$ cat config.mk
export PLATFORM = sky130hd
export DESIGN_NAME = sorted_set_engine
export DESIGN_NICKNAME = d
export VERILOG_FILES = /design/src/design/sse_pkg.sv /design/src/design/sse_cell.sv /design/src/design/sorted_set_engine.sv
export SDC_FILE = /design/constraint.sdc
export NUM_CORES = 2
export LEC_CHECK = 0
export BUFFER_PORTS_ARGS = -buffer_cell sky130_fd_sc_hd__buf_2
export CAP_MARGIN = 5
export CORE_MARGIN = 5
export CORE_UTILIZATION = 30
export DETAILED_ROUTE_END_ITERATION = 16
export SYNTH_ARGS = -nofsm -noshare
export SYNTH_HDL_FRONTEND = slang
export SYNTH_SLANG_ARGS = --single-unit
$ cat constraint.sdc
create_clock -name i_clk -period 9.57 [get_ports i_clk]
set_input_delay 0.957 -clock i_clk [delete_from_list [all_inputs] [get_ports i_clk]]
set_output_delay 0.957 -clock i_clk [all_outputs]
set_load 0.02 [all_outputs]
$ cat src/design/sse_pkg.sv
// Shared types and constants for the sorted set engine.
// Used by the cell, the top level and the checker; depends on nothing.
package sse_pkg;

    localparam int SSE_CAPACITY = 32;

    typedef enum logic [2:0] {
        OP_ADD    = 3'd0,
        OP_REMOVE = 3'd1,
        OP_MEMBER = 3'd2,
        OP_READ   = 3'd3,
        OP_CLEAR  = 3'd4
    } t_op;

    typedef enum logic [1:0] {
        ST_DONE     = 2'd0,
        ST_NOCHANGE = 2'd1,
        ST_FULL     = 2'd2,
        ST_RANGE    = 2'd3
    } t_status;

    typedef struct packed {
        logic [2:0]         req_type;
        logic signed [31:0] value;
        logic [4:0]         rank;
    } t_req;

    typedef struct packed {
        logic [1:0]         status;
        logic               found;
        logic [5:0]         count;
        logic signed [31:0] element;
    } t_rsp;

    typedef struct packed {
        logic ins;
        logic del;
    } t_cell_ctl;

endpackage

$ cat src/design/sse_cell.sv
// One cell of the sorted chain: holds one element, compares it with the
// request value, and shifts toward or away from its neighbors. Uses sse_pkg.
module sse_cell
    import sse_pkg::*;
(
    input  logic               i_clk,
    input  t_cell_ctl          i_ctl,
    input  logic signed [31:0] i_value,
    input  logic               i_occupied,
    input  logic signed [31:0] i_left_data,
    input  logic               i_left_lt,
    input  logic signed [31:0] i_right_data,
    output logic signed [31:0] o_data,
    output logic               o_lt,
    output logic               o_eq
);

    logic signed [31:0] r_data;
    logic signed [31:0] n_data;

    assign o_lt   = i_occupied && (r_data < i_value);
    assign o_eq   = i_occupied && (r_data == i_value);
    assign o_data = r_data;

    always_comb begin
        n_data = r_data;
        if (i_ctl.ins && !o_lt) begin
            n_data = i_left_lt ? i_value : i_left_data;
        end else if (i_ctl.del && !o_lt) begin
            n_data = i_right_data;
        end
    end

    always_ff @(posedge i_clk) begin
        r_data <= n_data;
    end

endmodule

$ cat src/design/sorted_set_engine.sv
// Sorted set engine: keeps up to CAPACITY distinct signed 32-bit elements in
// ascending order. Each request word carries an operation (add, remove,
// member test, read at rank, clear), a value and a rank; each request gives
// exactly one response word with status, found flag, count and element.
// Both channels use valid and stall; a word moves at a clock edge where
// valid is high and stall is low.
// The elements live in a chain of cells that all compare against the request
// value at once; an accepted insert or delete shifts the chain by one place.
// The response enters the output register at the edge that accepts its
// request, and one request is taken every cycle while o_stall is low.
// The only thing that can slow the block is the receiver: while the
// response register is full and i_stall is high, o_stall is high and the
// response word holds.
// Synchronous reset empties the set and drops any pending response; the
// cell contents are not cleared, since entries beyond the count are never
// read.
// Depends on sse_pkg and sse_cell.
module sorted_set_engine
    import sse_pkg::*;
#(
    parameter int CAPACITY = SSE_CAPACITY
) (
    input  logic i_clk,
    input  logic i_rst_n,
    input  logic i_valid,
    output logic o_stall,
    input  t_req i_req,
    output logic o_valid,
    input  logic i_stall,
    output t_rsp o_rsp
);

    localparam int CW = $clog2(CAPACITY + 1);
    localparam int RW = (CW > 5) ? CW : 5;

    logic [CW-1:0]      r_count;
    logic [CW-1:0]      n_count;
    logic               r_out_valid;
    t_rsp               r_rsp;
    t_rsp               n_rsp;
    logic               accept;
    logic               present;
    logic               full;
    logic               rank_ok;
    logic [RW-1:0]      rank_ext;
    logic [RW-1:0]      count_ext;
    logic [CW+5:0]      count_wide;
    logic signed [31:0] rank_data;
    t_cell_ctl          ctl;

    logic signed [31:0] data   [CAPACITY];
    logic [CAPACITY-1:0] lt;
    logic [CAPACITY-1:0] eq;
    logic [CAPACITY-1:0] occupied;
    logic [CAPACITY-1:0] rank_hit;

    assign accept    = i_valid && !o_stall;
    assign o_stall   = r_out_valid && i_stall;
    assign o_valid   = r_out_valid;
    assign o_rsp     = r_rsp;
    assign present   = |eq;
    assign full      = (r_count == CW'(CAPACITY));
    assign rank_ext  = RW'(i_req.rank);
    assign count_ext = RW'(r_count);
    assign rank_ok   = rank_ext < count_ext;

    always_comb begin
        ctl.ins = accept && (i_req.req_type == OP_ADD) && !present && !full;
        ctl.del = accept && (i_req.req_type == OP_REMOVE) && present;
    end

    genvar gi;
    generate
        for (gi = 0; gi < CAPACITY; gi++) begin : g_cell
            logic signed [31:0] left_data;
            logic               left_lt;
            logic signed [31:0] right_data;

            assign occupied[gi] = RW'(gi) < count_ext;
            assign rank_hit[gi] = rank_ext == RW'(gi);

            if (gi == 0) begin : g_first
                assign left_data = i_req.value;
                assign left_lt   = 1'b1;
            end else begin : g_mid
                assign left_data = data[gi-1];
                assign left_lt   = lt[gi-1];
            end

            if (gi == CAPACITY - 1) begin : g_last
                assign right_data = data[gi];
            end else begin : g_inner
                assign right_data = data[gi+1];
            end

            sse_cell u_cell (
                .i_clk        (i_clk),
                .i_ctl        (ctl),
                .i_value      (i_req.value),
                .i_occupied   (occupied[gi]),
                .i_left_data  (left_data),
                .i_left_lt    (left_lt),
                .i_right_data (right_data),
                .o_data       (data[gi]),
                .o_lt         (lt[gi]),
                .o_eq         (eq[gi])
            );
        end
    endgenerate

    always_comb begin
        rank_data = '0;
        for (int k = 0; k < CAPACITY; k++) begin
            rank_data = rank_data | (rank_hit[k] ? data[k] : 32'sd0);
        end
    end

    always_comb begin
        n_count     = r_count;
        n_rsp       = '0;
        n_rsp.status = ST_NOCHANGE;
        case (i_req.req_type)
            OP_ADD: begin
                n_rsp.found = present;
                if (present) begin
                    n_rsp.status = ST_NOCHANGE;
                end else if (full) begin
                    n_rsp.status = ST_FULL;
                end else begin
                    n_rsp.status = ST_DONE;
                    n_count      = r_count + CW'(1);
                end
            end
            OP_REMOVE: begin
                n_rsp.found = present;
                if (present) begin
                    n_rsp.status = ST_DONE;
                    n_count      = r_count - CW'(1);
                end
            end
            OP_MEMBER: begin
                n_rsp.found  = present;
                n_rsp.status = ST_DONE;
            end
            OP_READ: begin
                if (rank_ok) begin
                    n_rsp.status  = ST_DONE;
                    n_rsp.element = rank_data;
                end else begin
                    n_rsp.status = ST_RANGE;
                end
            end
            OP_CLEAR: begin
                n_rsp.status = ST_DONE;
                n_count      = '0;
            end
            default: begin
                n_rsp.status = ST_NOCHANGE;
            end
        endcase
        count_wide  = {6'd0, n_count};
        n_rsp.count = count_wide[5:0];
    end

    always_ff @(posedge i_clk) begin
        if (!i_rst_n) begin
            r_count     <= '0;
            r_out_valid <= 1'b0;
        end else begin
            if (accept) begin
                r_count     <= n_count;
                r_out_valid <= 1'b1;
            end else if (!i_stall) begin
                r_out_valid <= 1'b0;
            end
        end
    end

    always_ff @(posedge i_clk) begin
        if (accept) begin
            r_rsp <= n_rsp;
        end
    end

endmodule

# == Yosys cells after proc, flatten, opt, wreduce, memory -nomap -nowiden ==
# Index checks and enable logic that the tools add are counted.
# op_classes
mul,0
n_reduce_logical,206
n_shift,0
muxes,136
n_bitwise,31
add_sub_neg,2
order_cmp,65
n_div,0
n_eq_ne,69
# op_table
operator,n
32-bit 2-to-1 mux,125
32-bit equality test,32
32-bit less-than comparator,32
32-bit bitwise OR,31
1-bit logical AND,134
5-bit by 6-bit less-than comparator with 1-bit output (first input constant),16
5-bit equality test (second input constant),16
2-bit nonzero test,31
4-bit by 6-bit less-than comparator with 1-bit output (first input constant),8
5-bit by 4-bit equality test with 1-bit output (second input constant),8
1-bit zero test,35
32-bit OR reduction,1
3-bit by 6-bit less-than comparator with 1-bit output (first input constant),4
5-bit by 3-bit equality test with 1-bit output (second input constant),4
6-bit 2-to-1 mux,3
6-bit case mux with 3 select lines,1
1-bit by 6-bit less-than comparator with 1-bit output (first input constant),2
2-bit by 6-bit less-than comparator with 1-bit output (first input constant),2
5-bit by 2-bit equality test with 1-bit output (second input constant),2
2-bit case mux with 4 select lines,1
6-bit by 1-bit adder with 6-bit output (second input constant),1
3-bit by 2-bit equality test with 1-bit output (second input constant),2
6-bit equality test (second input constant),1
6-bit zero test,1
12 further kinds,16
# word_totals
mem_bits_ro,0
n_memories,0
out_inout_bits,43
ram_bits,0
ff_bits,1072
latchBits,0
input_bits,44
wordCells,547

# == Logic depth before layout (Yosys ltp) ==
# depth
ltp_word,33
depth_mapped,16
mapped_depth_nobuf,11

# == Hierarchy ==
# Synthesis repeated with hierarchy kept, for this count alone.
# unflattened
cells_unflattened,9569
area_unflattened_um2,96232.3
# modules_own_cells
module,n_inst,area_each_um2,cells_per_inst
sse_cell at g_cell[0].u_cell ...,24,2585.0,226
sse_cell at g_cell[31].u_cell ...,8,3213.1,367
sorted_set_engine,1,8488.1,1209

# == Least setup slack after synthesis ==
# OpenSTA, ideal clock, no wires.
# synth_timing
path_type,input port to flip-flop
from,input port i_req[34] (netlist name)
to,register g_cell[31].u_cell.r_data[0] (enable)
n_path_buf,4
stages,14
t_arrival_ps,6566
path_slack_ps,2543
setup_time_ps,461
cell_sequence,clkbuf_1 > inv_1 > ha_1 > nand4_1 > nor4_1 > and3_1 > a2111o_1 > a2111oi_4 > nand3_2 > or3_1 > buf_6 > buf_6 > clkbuf_1 > nor3_1
# synth_via
elab_chain_len,7
elab_cells_between_ends,72
cone_classes,1 x order compare; 32 x eq/ne; 39 x reduce/logical
# synth_rtl
item,line,rtl
"start, declared",sorted_set_engine.sv:27,"input t_req i_req,"
branches (longest 6 deep; another with 32-bit less-than comparator),--,
1-bit logical AND *,sse_cell.sv:27,if (i_ctl.ins && !o_lt) begin
"end signal, assigned",sse_cell.sv:35,r_data <= n_data;
"end, declared",sse_cell.sv:18,logic signed [31:0] r_data;
# Every way passes the cells marked *.
# A chain may end at the register's enable or synchronous reset.

# == Worst setup path in the final report ==
# layout_timing
from,input port i_req[31] (netlist name)
to,register g_cell[10].u_cell.r_data[28] (data pin)
# layout_via
elab_chain_len,8
elab_cells_between_ends,76
cone_classes,2 x order compare; 32 x eq/ne; 2 x mux; 40 x reduce/logical
# layout_rtl
item,line,rtl
branches (longest 7 deep; another with 32-bit less-than comparator),--,
32-bit 2-to-1 mux *,sse_cell.sv:27,
named net g_cell[10].u_cell.n_data[28],sse_cell.sv:19,logic signed [31:0] n_data;
"end signal, assigned",sse_cell.sv:35,
"end, declared",sse_cell.sv:18,
# Mark *: on every way through the listed nets, which the timed path passes.

==> results summary <==
The routability congestion estimate from global placement is 1.110. The placement row count came out at between 150 and 200. The clock passes through at most 3 buffers. The post-synthesis instance area came out at 86380 sq um.

Yosys attributes the largest share of cell area to edfxtp_1, ha_1, mux2_2. The worst-case clock skew is 0.04478 ns. The flow ran to the end, but the final reports show violations. The required arrival time at the worst endpoint is 10.24 ns. In the layout the commonest cells are edfxtp_1, ha_1, a21oi_1. The path type of the worst setup path is primary input to register.

The net total in the final layout came out at roughly 9k. The remaining number of nets flagged by the antenna check after routing is 0. The detail-routed via count per cell is between 6 and 7. The endpoint kind of the worst setup timing path is a register. The setup total negative slack came out at 0 ns. In the final layout, the share of cells above drive strength 1 is 0.1898. In this run the worst path has a maximum fanout of 67. Before CTS, the worst setup slack after placement is 2.216 ns. The count of flip-flops with a built-in enable after synthesis came out at 1065. The post-cts hold buffer count came out at 0. The final standard cell count with taps included and fillers excluded is between 10k and 15k. The worst IR drop on VDD is 0.1908 mV.

The portion of the clock cycle consumed by the worst path in the final layout came out at 0.7496. The total wire length is 454100 microns. STA puts the critical path data arrival time at 7.85 ns. The async set-or-reset flop fraction in the synthesized netlist came out at 0. The worst hold path belongs to the class primary input to register. At the end of the flow the core is filled with cells to 0.3356. The number of buffers created by CTS is 136.

The total overflow left after global routing is 0. The first global-routing pass estimated between 600000 and 700000 microns of wire. The core region is 287400 sq um. The area of the die is 298800 sq um.

The number of gates resized after CTS was 0. The number of antenna violations at the first check in global routing came to 29. From synthesis to final layout, the design area changed by 11.67%.

The tool flagged a number of max-cap violations equal to 1. The number of remaining DRC errors is 0. The number of unique standard cell types used by synthesis is 92.

The average instance area after synthesis came out at 10.76 sq um. The checks that failed: capacitance limit, slew limit. The tree is rooted in a clkbuf_16. The setup-violating endpoint count in the final report is 0. The number of max-slew violations in the final report is 3. The wire length per cell is 38.35 microns.

The count of warnings emitted by yosys is 0. The chip height is 546.6 microns. STA classifies the critical path startpoint as a primary input.

The number of primary I/O pins is 87. Counting tap cells, the placed design contains a total of 11.57k instances. Summing over every cut layer, the via total after detailed routing is between 70k and 80k.

The initial utilization of the core area, before any placement, comes to 0.3006. The number of hold violations in the final report is 0. The count of H-tree levels built during CTS came out at 4.

Summing all non-filler instances in the final layout gives an area of 96460 sq um. The synthesized design spends more area on one cell type than any other, namely edfxtp_1. The final critical-path required period is 7.174 ns. The clock-pin slew on the worst setup and hold paths is 0.06 ns. For this block, the initial DRC count from the detailed router was 12.51k.

The worst slew slack as a fraction of its limit is -0.03155. Counting flops and latches in the post-synthesis netlist gives 1072. The maximum number of pins on one net before global-route repair came out at 136.

After legalization and detailed placement, the total HPWL measured 345800 microns. The number of inserted filler cells in the final layout came out at roughly 29k. Buffers placed on the I/O ports in this run total 86. Synthesis produced 8025 cells. Measured along the x axis, the die boundary spans 546.6 microns. The share of Yosys cell area claimed by the top area cell type came out at 0.3702. Derived from the worst setup path, the maximum achievable clock frequency is 139.4 MHz. The library cell used most frequently in the layout, excluding fill and tap cells, is edfxtp_1. The count of buffers added by post-CTS timing repair for setup came out at 0. The clock latency reported for the late side of the worst-skew pair came out at 0.85 ns. The post-place instance area came out at 92130 sq um. The detailed-router iteration count before antenna repair is 10. TritonCTS built the clock tree. For this run, the leading register cell type out of synthesis is edfxtp_1. Setup repair after global routing left no endpoint under its margin. The worst path setup slack after routing is 2.396 ns.

The total power divided by cell area came out at 130.8 nW/um^2. The net count after synthesis is 9100. The global-route usage over all layers is 0.2875. The via count of the first global-routing pass is 74.27k. In this run the static leakage power is 0.03677 uW.

The slew at the pin closest to its max-slew limit came out at between 1.5 and 2 ns. Of the synthesized area, sequential elements account for 0.3719. CTS saw 1072 sinks.
[cell families after synthesis]
group / Yosys count / synth area share
xor+xnor: 2 / 0.0002028
compound gates: 2534 / 0.1875
mux: 1432 / 0.1789
fa+ha+maj: 1031 / 0.1493
flops: 1072 / 0.3719
buf+inv: 746 / 0.03573
simple gates: 1208 / 0.07641
[worst paths after layout]
| path | from | endpoint | slack (ns) | cells past startpoint |
|---|---|---|---|---|
| max | i_req[31] | g_cell[10].u_cell.o_data[28] | 2.40 | 17 |
| min | i_valid | o_valid | 0.35 | 2 |
| max reg2reg | count_ext[1] | g_cell[10].u_cell.o_data[28] | 2.90 | 17 |
| min reg2reg | o_valid | o_valid | 0.58 | 3 |
[registers in the layout (all words and copies together) (netlist names)]
name                  count
count_ext                 6
g_cell.u_cell.o_data   1024
o_valid                   1
o_rsp                    41
[cell usage after synthesis, types with 22 or more instances]
cell / instances
clkbuf_1: 421
a22o_1: 126
o221ai_1: 33
a221oi_1: 151
or3_1: 22
a211oi_1: 30
nor4_1: 74
a41oi_1: 24
inv_1: 168
o21ai_0: 465
mux2i_1: 534
buf_4: 33
nand3_1: 115
mux2_2: 825
edfxtp_1: 1065
a21o_1: 213
nor2b_1: 72
a22oi_1: 261
a21oi_1: 839
mux2_1: 73
o22ai_1: 24
nand2b_1: 36
o21a_1: 48
nand2_1: 136
buf_2: 76
o211ai_1: 24
nor3_1: 85
o21ai_1: 27
nand4_1: 309
buf_1: 38
ha_1: 1031
nor2_1: 238
a31oi_1: 126
[through the flow]
step                      hold slack [ns]  power, uW
after floorplan                    0.5457       6583
after global placement             0.5513       7355
after detailed placement           0.5676       7404
after CTS                          0.3028      12550
after global routing               0.3467      12890
final                              0.3498      12620
[critical path: stages]
cell and delay [ns]:
buf_2 0.74, inv_1 0.73, buf_4 0.39, ha_1 0.31, and4_1 0.19, and3_1 0.25, nand4_1 0.38, o2111ai_1 0.21
nor4_1 0.89, buf_4 0.27, nand3_2 0.09, buf_4 0.29, nor3_4 0.25, buf_4 0.76, buf_4 0.64, a21oi_1 0.17
a31oi_1 0.19
[report_power, final]
group	total (uW)	internal, uW	switching (uW)	leakage, uW
clock network	5210	2890	2320	0.00209
registers	5420	5240	174	0.00974
logic	1990	684	1310	0.0249
[routing by layer]
metal  up-vias  wire [microns]  track usage
met2      6292          182700       0.4070
met3      1286           70050       0.1319
met5         -             721      0.01108
met4        20           31790       0.1641
met1     39500          168900       0.3577
li1      31990               -            -
[layout make-up]
class / count / area (sq um) / share of cell area
multi-input cells: 6207 / 52000 / 0.5391
flip-flops and latches: 1072 / 32120 / 0.3330
well taps: 3781 / 4731 / 0.04905
clock buffers: 170 / 3595 / 0.03727
repair buffers: 344 / 2638 / 0.02734
clock inverters: 76 / 676.9 / 0.007018
inverters: 169 / 634.4 / 0.006577
diodes: 24 / 60.06 / 0.0006226
(Power assumes the default switching activity.)
